[config.mk]
export PLATFORM = sky130hd
export DESIGN_NAME = epoch_seconds_calendar_convert_core_flat
export DESIGN_NICKNAME = d
export VERILOG_FILES = /design/src/sv/escc_pkg.sv /design/src/sv/escc_if.sv /design/src/sv/epoch_seconds_calendar_convert_core.sv /design/src/flat_wrapper.sv
export SDC_FILE = /design/constraint.sdc
export NUM_CORES = 2
export LEC_CHECK = 0
export BUFFER_PORTS_ARGS = -buffer_cell sky130_fd_sc_hd__buf_2
export CORE_AREA = 10 10 360 623
export CTS_BUF_LIST = sky130_fd_sc_hd__clkbuf_16
export CTS_CLUSTER_DIAMETER = 100
export CTS_CLUSTER_SIZE = 12
export DETAILED_ROUTE_END_ITERATION = 16
export DIE_AREA = 0 0 370 633
export SYNTH_ARGS = -nofsm -noshare
export SYNTH_HDL_FRONTEND = slang
export SYNTH_SLANG_ARGS = --single-unit
[constraint.sdc]
create_clock -name clk -period 11.1 [get_ports clk]
set_input_delay 2.22 -clock clk [delete_from_list [all_inputs] [get_ports clk]]
set_output_delay 2.22 -clock clk [all_outputs]
set_load 0.02 [all_outputs]
[src/sv/escc_pkg.sv]
package escc_pkg;

  localparam int unsigned BASE_YEAR_DEFAULT = 2000;
  localparam int unsigned STAGES = 6;

  localparam int unsigned DAY_SECS  = 86400;
  localparam int unsigned HOUR_SECS = 3600;
  localparam int unsigned MIN_SECS  = 60;
  localparam int unsigned TOD_MAX   = 31 * HOUR_SECS + 63 * MIN_SECS + 63;

  localparam int unsigned DAYS_4Y   = 1461;
  localparam int unsigned DAYS_400Y = 146097;
  localparam int unsigned DAYS_5M   = 153;
  localparam int unsigned DAYS_400Y_QTR = DAYS_400Y / 4;
  localparam int unsigned YEARS_CENTURY = 100;

  // reciprocal constants, exact over the operand widths used
  localparam logic [31:0] RECIP_100 = 32'h51EB851F;
  localparam int unsigned RECIP_100_SHIFT = 37;
  localparam logic [25:0] RECIP_675 = 26'd50903317;
  localparam int unsigned RECIP_675_SHIFT = 35;
  localparam int unsigned DAY_SECS_LOG2_PART = 7;
  localparam logic [17:0] RECIP_3600 = 18'd149131;
  localparam int unsigned RECIP_3600_SHIFT = 29;
  localparam logic [12:0] RECIP_60 = 13'd4370;
  localparam int unsigned RECIP_60_SHIFT = 18;
  localparam logic [18:0] RECIP_1461 = 19'd367469;
  localparam int unsigned RECIP_1461_SHIFT = 29;
  localparam logic [11:0] RECIP_153 = 12'd3427;
  localparam int unsigned RECIP_153_SHIFT = 19;
  localparam logic [11:0] RECIP_5 = 12'd3277;
  localparam int unsigned RECIP_5_SHIFT = 14;

  typedef struct packed {
    logic [11:0] cal_year;
    logic [3:0]  cal_month;
    logic [4:0]  cal_day;
    logic [4:0]  cal_hour;
    logic [5:0]  cal_minute;
    logic [5:0]  cal_second;
    logic [31:0] epoch_count;
  } in_item_t;

  typedef struct packed {
    logic [31:0] total_seconds;
    logic [16:0] day_seconds;
    logic [11:0] out_year;
    logic [3:0]  out_month;
    logic [4:0]  out_day;
    logic [4:0]  out_hour;
    logic [5:0]  out_minute;
    logic [5:0]  out_second;
  } out_item_t;

  // days before month slot m of a march-based year: (m*153+2)/5
  function automatic logic [8:0] month_offset(logic [3:0] m);
    logic [10:0] x;
    logic [22:0] p;
    x = 11'(m) * 11'(DAYS_5M) + 11'd2;
    p = 23'(x) * 23'(RECIP_5);
    return 9'(p >> RECIP_5_SHIFT);
  endfunction

endpackage

[src/sv/escc_if.sv]
interface escc_in_if;
  logic                valid;
  logic                ready;
  escc_pkg::in_item_t  data;

  modport source (output valid, output data, input ready);
  modport sink (input valid, input data, output ready);
endinterface

interface escc_out_if;
  logic                valid;
  logic                ready;
  escc_pkg::out_item_t data;

  modport source (output valid, output data, input ready);
  modport sink (input valid, input data, output ready);
endinterface

[src/sv/epoch_seconds_calendar_convert_core.sv]
// epoch seconds / gregorian calendar converter
// cal_in (sink): one transaction carries a calendar date and time plus an
//   epoch second count; taken when valid and ready are both high
// cal_out (source): one transaction per input, in order, holding the epoch
//   seconds and seconds of day of the calendar fields, and the calendar
//   fields of the epoch count (years start on march 1 internally)
// path: each transaction is registered through stages 1 to 6 before cal_out.valid
// throughput: one transaction per cycle while cal_out.ready is high;
//   the pipeline has six register stages
// stall: every stage advances when it is empty or the stage after it
//   advances, so bubbles close up and cal_in.ready drops only when all
//   six stages hold data and cal_out.ready is low
// reset: rst (synchronous) clears all stage valid bits; nothing else is
//   reset, so the block is ready in the cycle after reset
// BASE_YEAR gives the epoch (march 1 of that year), a multiple of 400
module epoch_seconds_calendar_convert_core #(
  parameter int unsigned BASE_YEAR = escc_pkg::BASE_YEAR_DEFAULT
) (
  input logic        clk,
  input logic        rst,
  escc_in_if.sink    cal_in,
  escc_out_if.source cal_out
);

  typedef struct packed {
    logic [31:0] y;
    logic [3:0]  m;
    logic [4:0]  dy;
    logic [16:0] tod;
    logic [15:0] days;
    logic [16:0] ec_lo;
  } st1_t;

  typedef struct packed {
    logic [31:0] d4;
    logic [25:0] c;
    logic [8:0]  moff;
    logic [4:0]  dy;
    logic [16:0] tod;
    logic [16:0] rem;
    logic        q400;
    logic [15:0] sday;
  } st2_t;

  typedef struct packed {
    logic [31:0] dacc;
    logic [16:0] tod;
    logic [16:0] rem;
    logic [4:0]  hour;
    logic        q400;
    logic [15:0] sday;
    logic [6:0]  q2;
  } st3_t;

  typedef struct packed {
    logic [31:0] total;
    logic [16:0] tod;
    logic [11:0] r2;
    logic [4:0]  hour;
    logic [8:0]  s2;
    logic [11:0] yr;
  } st4_t;

  typedef struct packed {
    logic [31:0] total;
    logic [16:0] tod;
    logic [11:0] r2;
    logic [4:0]  hour;
    logic [5:0]  minute;
    logic [8:0]  s2;
    logic [3:0]  q3;
    logic [11:0] yr;
  } st5_t;

  logic [escc_pkg::STAGES-1:0] v;
  logic [escc_pkg::STAGES:0]   adv;

  st1_t                st1, st1_next;
  st2_t                st2, st2_next;
  st3_t                st3, st3_next;
  st4_t                st4, st4_next;
  st5_t                st5, st5_next;
  escc_pkg::out_item_t st6, st6_next;

  logic        borrow;
  logic [50:0] days_prod;
  logic [31:0] y1461;
  logic [63:0] c_prod;
  logic [16:0] days_lo;
  logic [17:0] x400;
  logic [27:0] c3;
  logic [34:0] hour_prod;
  logic [17:0] x4y;
  logic [36:0] q2_prod;
  logic [17:0] q2_days;
  logic [24:0] min_prod;
  logic [10:0] x5m;
  logic [22:0] q3_prod;
  logic [8:0]  offs6;
  logic [3:0]  mo6;

  // stall chain
  always_comb begin
    adv[escc_pkg::STAGES] = cal_out.ready;
    for (int k = escc_pkg::STAGES - 1; k >= 0; k--) begin
      adv[k] = !v[k] || adv[k+1];
    end
  end

  assign cal_in.ready  = adv[0];
  assign cal_out.valid = v[escc_pkg::STAGES-1];
  assign cal_out.data  = st6;

  // stage 1: march-based year and month, time of day, day count of epoch
  always_comb begin
    borrow = cal_in.data.cal_month < 4'd3;
    st1_next.y = 32'(cal_in.data.cal_year) - 32'(BASE_YEAR) - 32'(borrow);
    st1_next.m = borrow ? cal_in.data.cal_month + 4'd9 : cal_in.data.cal_month - 4'd3;
    st1_next.dy = cal_in.data.cal_day;
    st1_next.tod = 17'(cal_in.data.cal_hour) * 17'(escc_pkg::HOUR_SECS)
                 + 17'(cal_in.data.cal_minute) * 17'(escc_pkg::MIN_SECS)
                 + 17'(cal_in.data.cal_second);
    days_prod = 51'(cal_in.data.epoch_count >> escc_pkg::DAY_SECS_LOG2_PART)
              * 51'(escc_pkg::RECIP_675);
    st1_next.days = 16'(days_prod >> escc_pkg::RECIP_675_SHIFT);
    st1_next.ec_lo = cal_in.data.epoch_count[16:0];
  end

  // stage 2: four-year days, centuries, month offset, seconds of day, 400-year cycle
  always_comb begin
    y1461 = st1.y * 32'(escc_pkg::DAYS_4Y);
    st2_next.d4 = y1461 >> 2;
    c_prod = 64'(st1.y) * 64'(escc_pkg::RECIP_100);
    st2_next.c = 26'(c_prod >> escc_pkg::RECIP_100_SHIFT);
    st2_next.moff = escc_pkg::month_offset(st1.m);
    st2_next.dy = st1.dy;
    st2_next.tod = st1.tod;
    days_lo = 17'(st1.days) * 17'(escc_pkg::DAY_SECS);
    st2_next.rem = st1.ec_lo - days_lo;
    x400 = {st1.days, 2'b11};
    st2_next.q400 = x400 >= 18'(escc_pkg::DAYS_400Y);
    st2_next.sday = st2_next.q400 ? st1.days - 16'(escc_pkg::DAYS_400Y_QTR) : st1.days;
  end

  // stage 3: day count of calendar input, hour, four-year cycles
  always_comb begin
    c3 = 28'(st2.c) * 28'd3 + 28'd3;
    st3_next.dacc = st2.d4 - 32'(c3 >> 2) + 32'(st2.moff) + 32'(st2.dy) - 32'd1;
    st3_next.tod = st2.tod;
    st3_next.rem = st2.rem;
    hour_prod = 35'(st2.rem) * 35'(escc_pkg::RECIP_3600);
    st3_next.hour = 5'(hour_prod >> escc_pkg::RECIP_3600_SHIFT);
    st3_next.q400 = st2.q400;
    st3_next.sday = st2.sday;
    x4y = {st2.sday, 2'b11};
    q2_prod = 37'(x4y) * 37'(escc_pkg::RECIP_1461);
    st3_next.q2 = 7'(q2_prod >> escc_pkg::RECIP_1461_SHIFT);
  end

  // stage 4: total seconds, seconds within the hour, day of year, year
  always_comb begin
    st4_next.total = st3.dacc * 32'(escc_pkg::DAY_SECS) + 32'(st3.tod);
    st4_next.tod = st3.tod;
    st4_next.r2 = 12'(st3.rem - 17'(st3.hour) * 17'(escc_pkg::HOUR_SECS));
    st4_next.hour = st3.hour;
    q2_days = 18'(st3.q2) * 18'(escc_pkg::DAYS_4Y);
    st4_next.s2 = 9'(18'(st3.sday) - (q2_days >> 2));
    st4_next.yr = 12'(BASE_YEAR) + (st3.q400 ? 12'(escc_pkg::YEARS_CENTURY) : 12'd0)
                + 12'(st3.q2);
  end

  // stage 5: minute, month slot
  always_comb begin
    st5_next.total = st4.total;
    st5_next.tod = st4.tod;
    st5_next.r2 = st4.r2;
    st5_next.hour = st4.hour;
    min_prod = 25'(st4.r2) * 25'(escc_pkg::RECIP_60);
    st5_next.minute = 6'(min_prod >> escc_pkg::RECIP_60_SHIFT);
    st5_next.s2 = st4.s2;
    x5m = 11'(st4.s2) * 11'd5 + 11'd2;
    q3_prod = 23'(x5m) * 23'(escc_pkg::RECIP_153);
    st5_next.q3 = 4'(q3_prod >> escc_pkg::RECIP_153_SHIFT);
    st5_next.yr = st4.yr;
  end

  // stage 6: second, day of month, january/february wrap into next year
  always_comb begin
    st6_next.total_seconds = st5.total;
    st6_next.day_seconds = st5.tod;
    st6_next.out_hour = st5.hour;
    st6_next.out_minute = st5.minute;
    st6_next.out_second = 6'(st5.r2 - 12'(st5.minute) * 12'(escc_pkg::MIN_SECS));
    offs6 = escc_pkg::month_offset(st5.q3);
    st6_next.out_day = 5'(st5.s2 - offs6 + 9'd1);
    mo6 = st5.q3 + 4'd3;
    if (mo6 > 4'd12) begin
      st6_next.out_month = mo6 - 4'd12;
      st6_next.out_year = st5.yr + 12'd1;
    end else begin
      st6_next.out_month = mo6;
      st6_next.out_year = st5.yr;
    end
  end

  always_ff @(posedge clk) begin
    if (rst) begin
      v <= '0;
    end else begin
      if (adv[0]) v[0] <= cal_in.valid;
      for (int k = 1; k < escc_pkg::STAGES; k++) begin
        if (adv[k]) v[k] <= v[k-1];
      end
    end
  end

  always_ff @(posedge clk) begin
    if (adv[0]) st1 <= st1_next;
    if (adv[1]) st2 <= st2_next;
    if (adv[2]) st3 <= st3_next;
    if (adv[3]) st4 <= st4_next;
    if (adv[4]) st5 <= st5_next;
    if (adv[5]) st6 <= st6_next;
  end

  a_full_when_blocked: assert property (@(posedge clk) disable iff (rst)
    !cal_in.ready |-> (&v))
    else $error("input blocked while a stage is empty");

  a_month_range: assert property (@(posedge clk) disable iff (rst)
    cal_out.valid |-> (st6.out_month >= 4'd1 && st6.out_month <= 4'd12))
    else $error("month out of range");

  a_day_range: assert property (@(posedge clk) disable iff (rst)
    cal_out.valid |-> (st6.out_day >= 5'd1 && st6.out_day <= 5'd31))
    else $error("day out of range");

  a_time_range: assert property (@(posedge clk) disable iff (rst)
    cal_out.valid |-> (st6.out_hour < 5'd24 && st6.out_minute < 6'd60
                       && st6.out_second < 6'd60))
    else $error("time of day out of range");

  a_tod_range: assert property (@(posedge clk) disable iff (rst)
    cal_out.valid |-> (st6.day_seconds <= 17'(escc_pkg::TOD_MAX)))
    else $error("seconds of day out of range");

endmodule

[src/flat_wrapper.sv]
// flat-port wrapper written by rule: the top's interface ports become plain ports
module epoch_seconds_calendar_convert_core_flat 
#(
  parameter int unsigned BASE_YEAR = escc_pkg::BASE_YEAR_DEFAULT
)
  (clk, rst, cal_in_valid, cal_in_data, cal_in_ready, cal_out_valid, cal_out_data, cal_out_ready);
  escc_in_if cal_in_i ();
  escc_out_if cal_out_i ();
  input logic clk;
  input logic rst;
  input wire logic [$bits(cal_in_i.valid)-1:0] cal_in_valid;
  input wire logic [$bits(cal_in_i.data)-1:0] cal_in_data;
  output wire logic [$bits(cal_in_i.ready)-1:0] cal_in_ready;
  output wire logic [$bits(cal_out_i.valid)-1:0] cal_out_valid;
  output wire logic [$bits(cal_out_i.data)-1:0] cal_out_data;
  input wire logic [$bits(cal_out_i.ready)-1:0] cal_out_ready;
  assign cal_in_i.valid = cal_in_valid;
  assign cal_in_i.data = cal_in_data;
  assign cal_in_ready = cal_in_i.ready;
  assign cal_out_valid = cal_out_i.valid;
  assign cal_out_data = cal_out_i.data;
  assign cal_out_i.ready = cal_out_ready;
  epoch_seconds_calendar_convert_core #(.BASE_YEAR(BASE_YEAR)) u_core (.clk(clk), .rst(rst), .cal_in(cal_in_i), .cal_out(cal_out_i));
endmodule
==> impl_metrics.py <==
metrics = {
    "run_status": {
        "status": "complete, no violations",
    },
    "placement": {
        "dp_hpwl_mm": 160.7,
        "io_buffers": 162,
        "place_congestion": 0.9760,
        "dpl.cell_count": 9581,
    },
    "timing": {
        "drv_slew": 0,
        "rsz0062_at_grt": "no",
        "hold_violations": 0,
        "tightest_slew_ns": 1.107,
        "final-setup-viol-count": 0,
        "setup_tns_ns": 0,
        "finalClockSkew_ns": 0.06223,
        "min_period_over_period_pct": 79.59,
        "min_period_ns": 8.835,
        "relSlewSlack_pct": 26.19,
        "max_clock_freq_ghz": 0.1132,
    },
    "finish": {
        "utilization_pct": 37.48,
        "layout.cells.non_filler": 9663,
        "drive_above_1_share_pct": 4.222,
        "final_nets": 9561,
        "area_delta_synth_final_pct": 8.032,
        "num-fill-cells": 20890,
    },
    "global_route": {
        "grt_pass1_wl_mm": 288.5,
        "met3_usage_pct": 1.892,
        "grt_overflow_total": 0,
        "use_met2_pct": 31.55,
        "grt_max_degree": 81,
        "grt_util_all_layers_pct": 15.83,
        "grt_pass1_vias": 52130,
        "use_met1_pct": 15.50,
        "antenna_found_initial": 17,
        "busiest_layer": "met2",
    },
    "synth": {
        "synthesis.area_mm2": 0.07423,
        "synth_area_leader_cell": "ha_1",
        "syn_nets": 9341,
        "ys_types": 75,
        "synth_top_area_share_pct": 28.02,
        "synth.cells.most_frequent": "inv_1 (1723), ha_1 (1662), fa_1 (1027)",
        "ys_ff_latch": 528,
        "syn_avg_cell_area_um2": 11.28,
        "synth_flop_cell": "edfxtp_1",
        "synth_edf_count": 522,
        "synth.most_common_cell": "inv_1",
        "ys_top_cells_by_area": "ha_1 (28%), fa_1 (28%), edfxtp_1 (21%)",
        "ys_seq_area_share_pct": 21.28,
        "synth_warnings": 0,
        "synthesis.instances": 6578,
        "async_flop_share_pct": 0,
    },
    "clock_network": {
        "cts_root_buf": "clkbuf_16",
        "htreeDepth": 2,
        "postCtsSetupBuffers": 0,
        "ctsHoldBuffers": 0,
        "insertion_delay_ns": 0.72,
        "cts.sinks": 528,
        "max-clock-path-buffers": 3,
        "numCtsBuffers": 52,
        "cts_tree": "yes",
        "cts_resized": 0,
        "clk_pin_slew_ns": 0.06,
    },
    "drt": {
        "viasPerCell": 4.696,
        "num_vias": 45380,
        "post-route-drc-count": 0,
        "drt_wl_total_mm": 181.1,
        "drt-initial-drc-count": 1298,
        "drtPass1Iterations": 5,
        "routedWlPerCell_um": 18.75,
        "ant_nets": 0,
    },
    "setup_path": {
        "worstSetupPathType": "primary input to register",
        "worst_setup_path_end_kind": "register",
        "required_ns": 11.55,
        "start_kind": "primary input",
        "arrival_ns": 9.28,
        "cp_max_fo": 8,
    },
    "floorplanning": {
        "die-area_mm2": 0.2342,
        "die_h_um": 633,
        "rows": 225,
        "start_util_pct": 34.69,
        "pin_count": 163,
        "core_mm2": 0.2140,
        "die_w_um": 370,
    },
    "run": {
        "max-cap-violations": 0,
    },
    "worst_hold_path": {
        "holdCritPathClass": "register to register",
    },
}
==> registers in the layout (all words and copies together) (netlist names) <==
signal and flops:
u_core.st5 80, u_core.st2 116, u_core.st4 80, u_core.cal_out.data 80, u_core.st1 90, u_core.v 6
u_core.st3 76
==> stage by stage <==
stage	worst slack, ns	cell area [um^2]	hold WS [ns]
2_1_floorplan	2.722	74230	0.4003
3_3_place_gp	1.490	78690	0.4009
3_5_place_dp	1.527	78690	0.4045
4_1_cts	2.255	80180	0.3985
5_1_grt	1.993	80180	0.3981
6_report	2.265	80190	0.4021
==> kinds of logic after synthesis <==
logic type | Yosys count | share of synthesized area (%)
muxes | 4 | 0.05731
xor gates and xnor gates | 391 | 4.632
buffers and inverters | 1740 | 8.834
AOI/OAI and AO/OA | 655 | 5.691
and+or+nand+nor | 571 | 3.793
DFF | 528 | 21.28
adders and majority gates | 2689 | 55.71
==> routing by layer <==
layer  part of all wire (%)  vias to the layer above
met4                    6.4                       18
met1                     35                    22560
met5                  0.060                        -
met3                    2.9                      385
met2                     56                      645
li1                       -                    21770
==> critical path: stages <==
cell and delay (ns):
buf_2 0.18, ha_1 0.26, fa_1 0.49, inv_1 0.05
fa_1 0.50, inv_1 0.06, fa_1 0.54, inv_1 0.06
fa_1 0.54, inv_1 0.06, fa_1 0.50, fa_1 0.49
ha_1 0.34, a2111oi_0 0.52, o21ai_0 0.29, nand2_1 0.14
a41oi_1 0.29, a221o_1 0.52, o41ai_1 0.52, a31oi_1 0.21
a21o_1 0.24, a21oi_1 0.18, xnor2_1 0.08
==> cell usage in the layout (no fill, tap or decap), types with 19 or more instances in the layout <==
cell,netlist,final
inv_1,1723,1736
ha_1,1662,1662
fa_1,1027,1027
edfxtp_1,522,522
xnor2_1,272,272
a21oi_1,224,224
buf_2,0,162
nor2_1,152,152
nand2_1,126,124
xor2_1,118,118
o21ai_0,100,100
a21o_1,98,98
clkbuf_16,0,52
o21bai_1,45,45
nor2b_1,44,44
o21a_1,44,44
nor3_1,40,39
nand3_1,40,39
nand4_1,38,38
nand2b_1,36,36
and3_1,23,23
buf_4,7,21
or2_2,20,20
a211oi_1,19,19
==> worst paths after layout <==
| kind | start | endpoint | slack, ns | cells past startpoint |
|---|---|---|---|---|
| max | cal_in_data[29] | u_core.st1[32]$_DFFE_PP_ | 2.27 | 23 |
| max reg2reg | u_core.st1[74]$_DFFE_PP_ | u_core.st2[90]$_DFFE_PP_ | 2.55 | 21 |
| min | u_core.st2[40]$_DFFE_PP_ | u_core.st3[52]$_DFFE_PP_ | 0.40 | 0 |
| min reg2reg | u_core.st2[40]$_DFFE_PP_ | u_core.st3[52]$_DFFE_PP_ | 0.40 | 0 |
==> final cells by class <==
type                       count  area (um^2)  share of cell area [%]
timing repair buffer         183        968.4                   1.208
sequential                   528        15800                   19.70
multi-input combinational   4310        51910                   64.73
clock inverter                25        185.2                  0.2309
inverter                    1723         6470                   8.068
clock buffer                  52         1301                   1.623
antenna                        5        12.51                 0.01560
tap                         2837         3550                   4.427
Power is not shown: default switching activity piles up to over one toggle a cycle in this logic, so the estimate is an artifact.
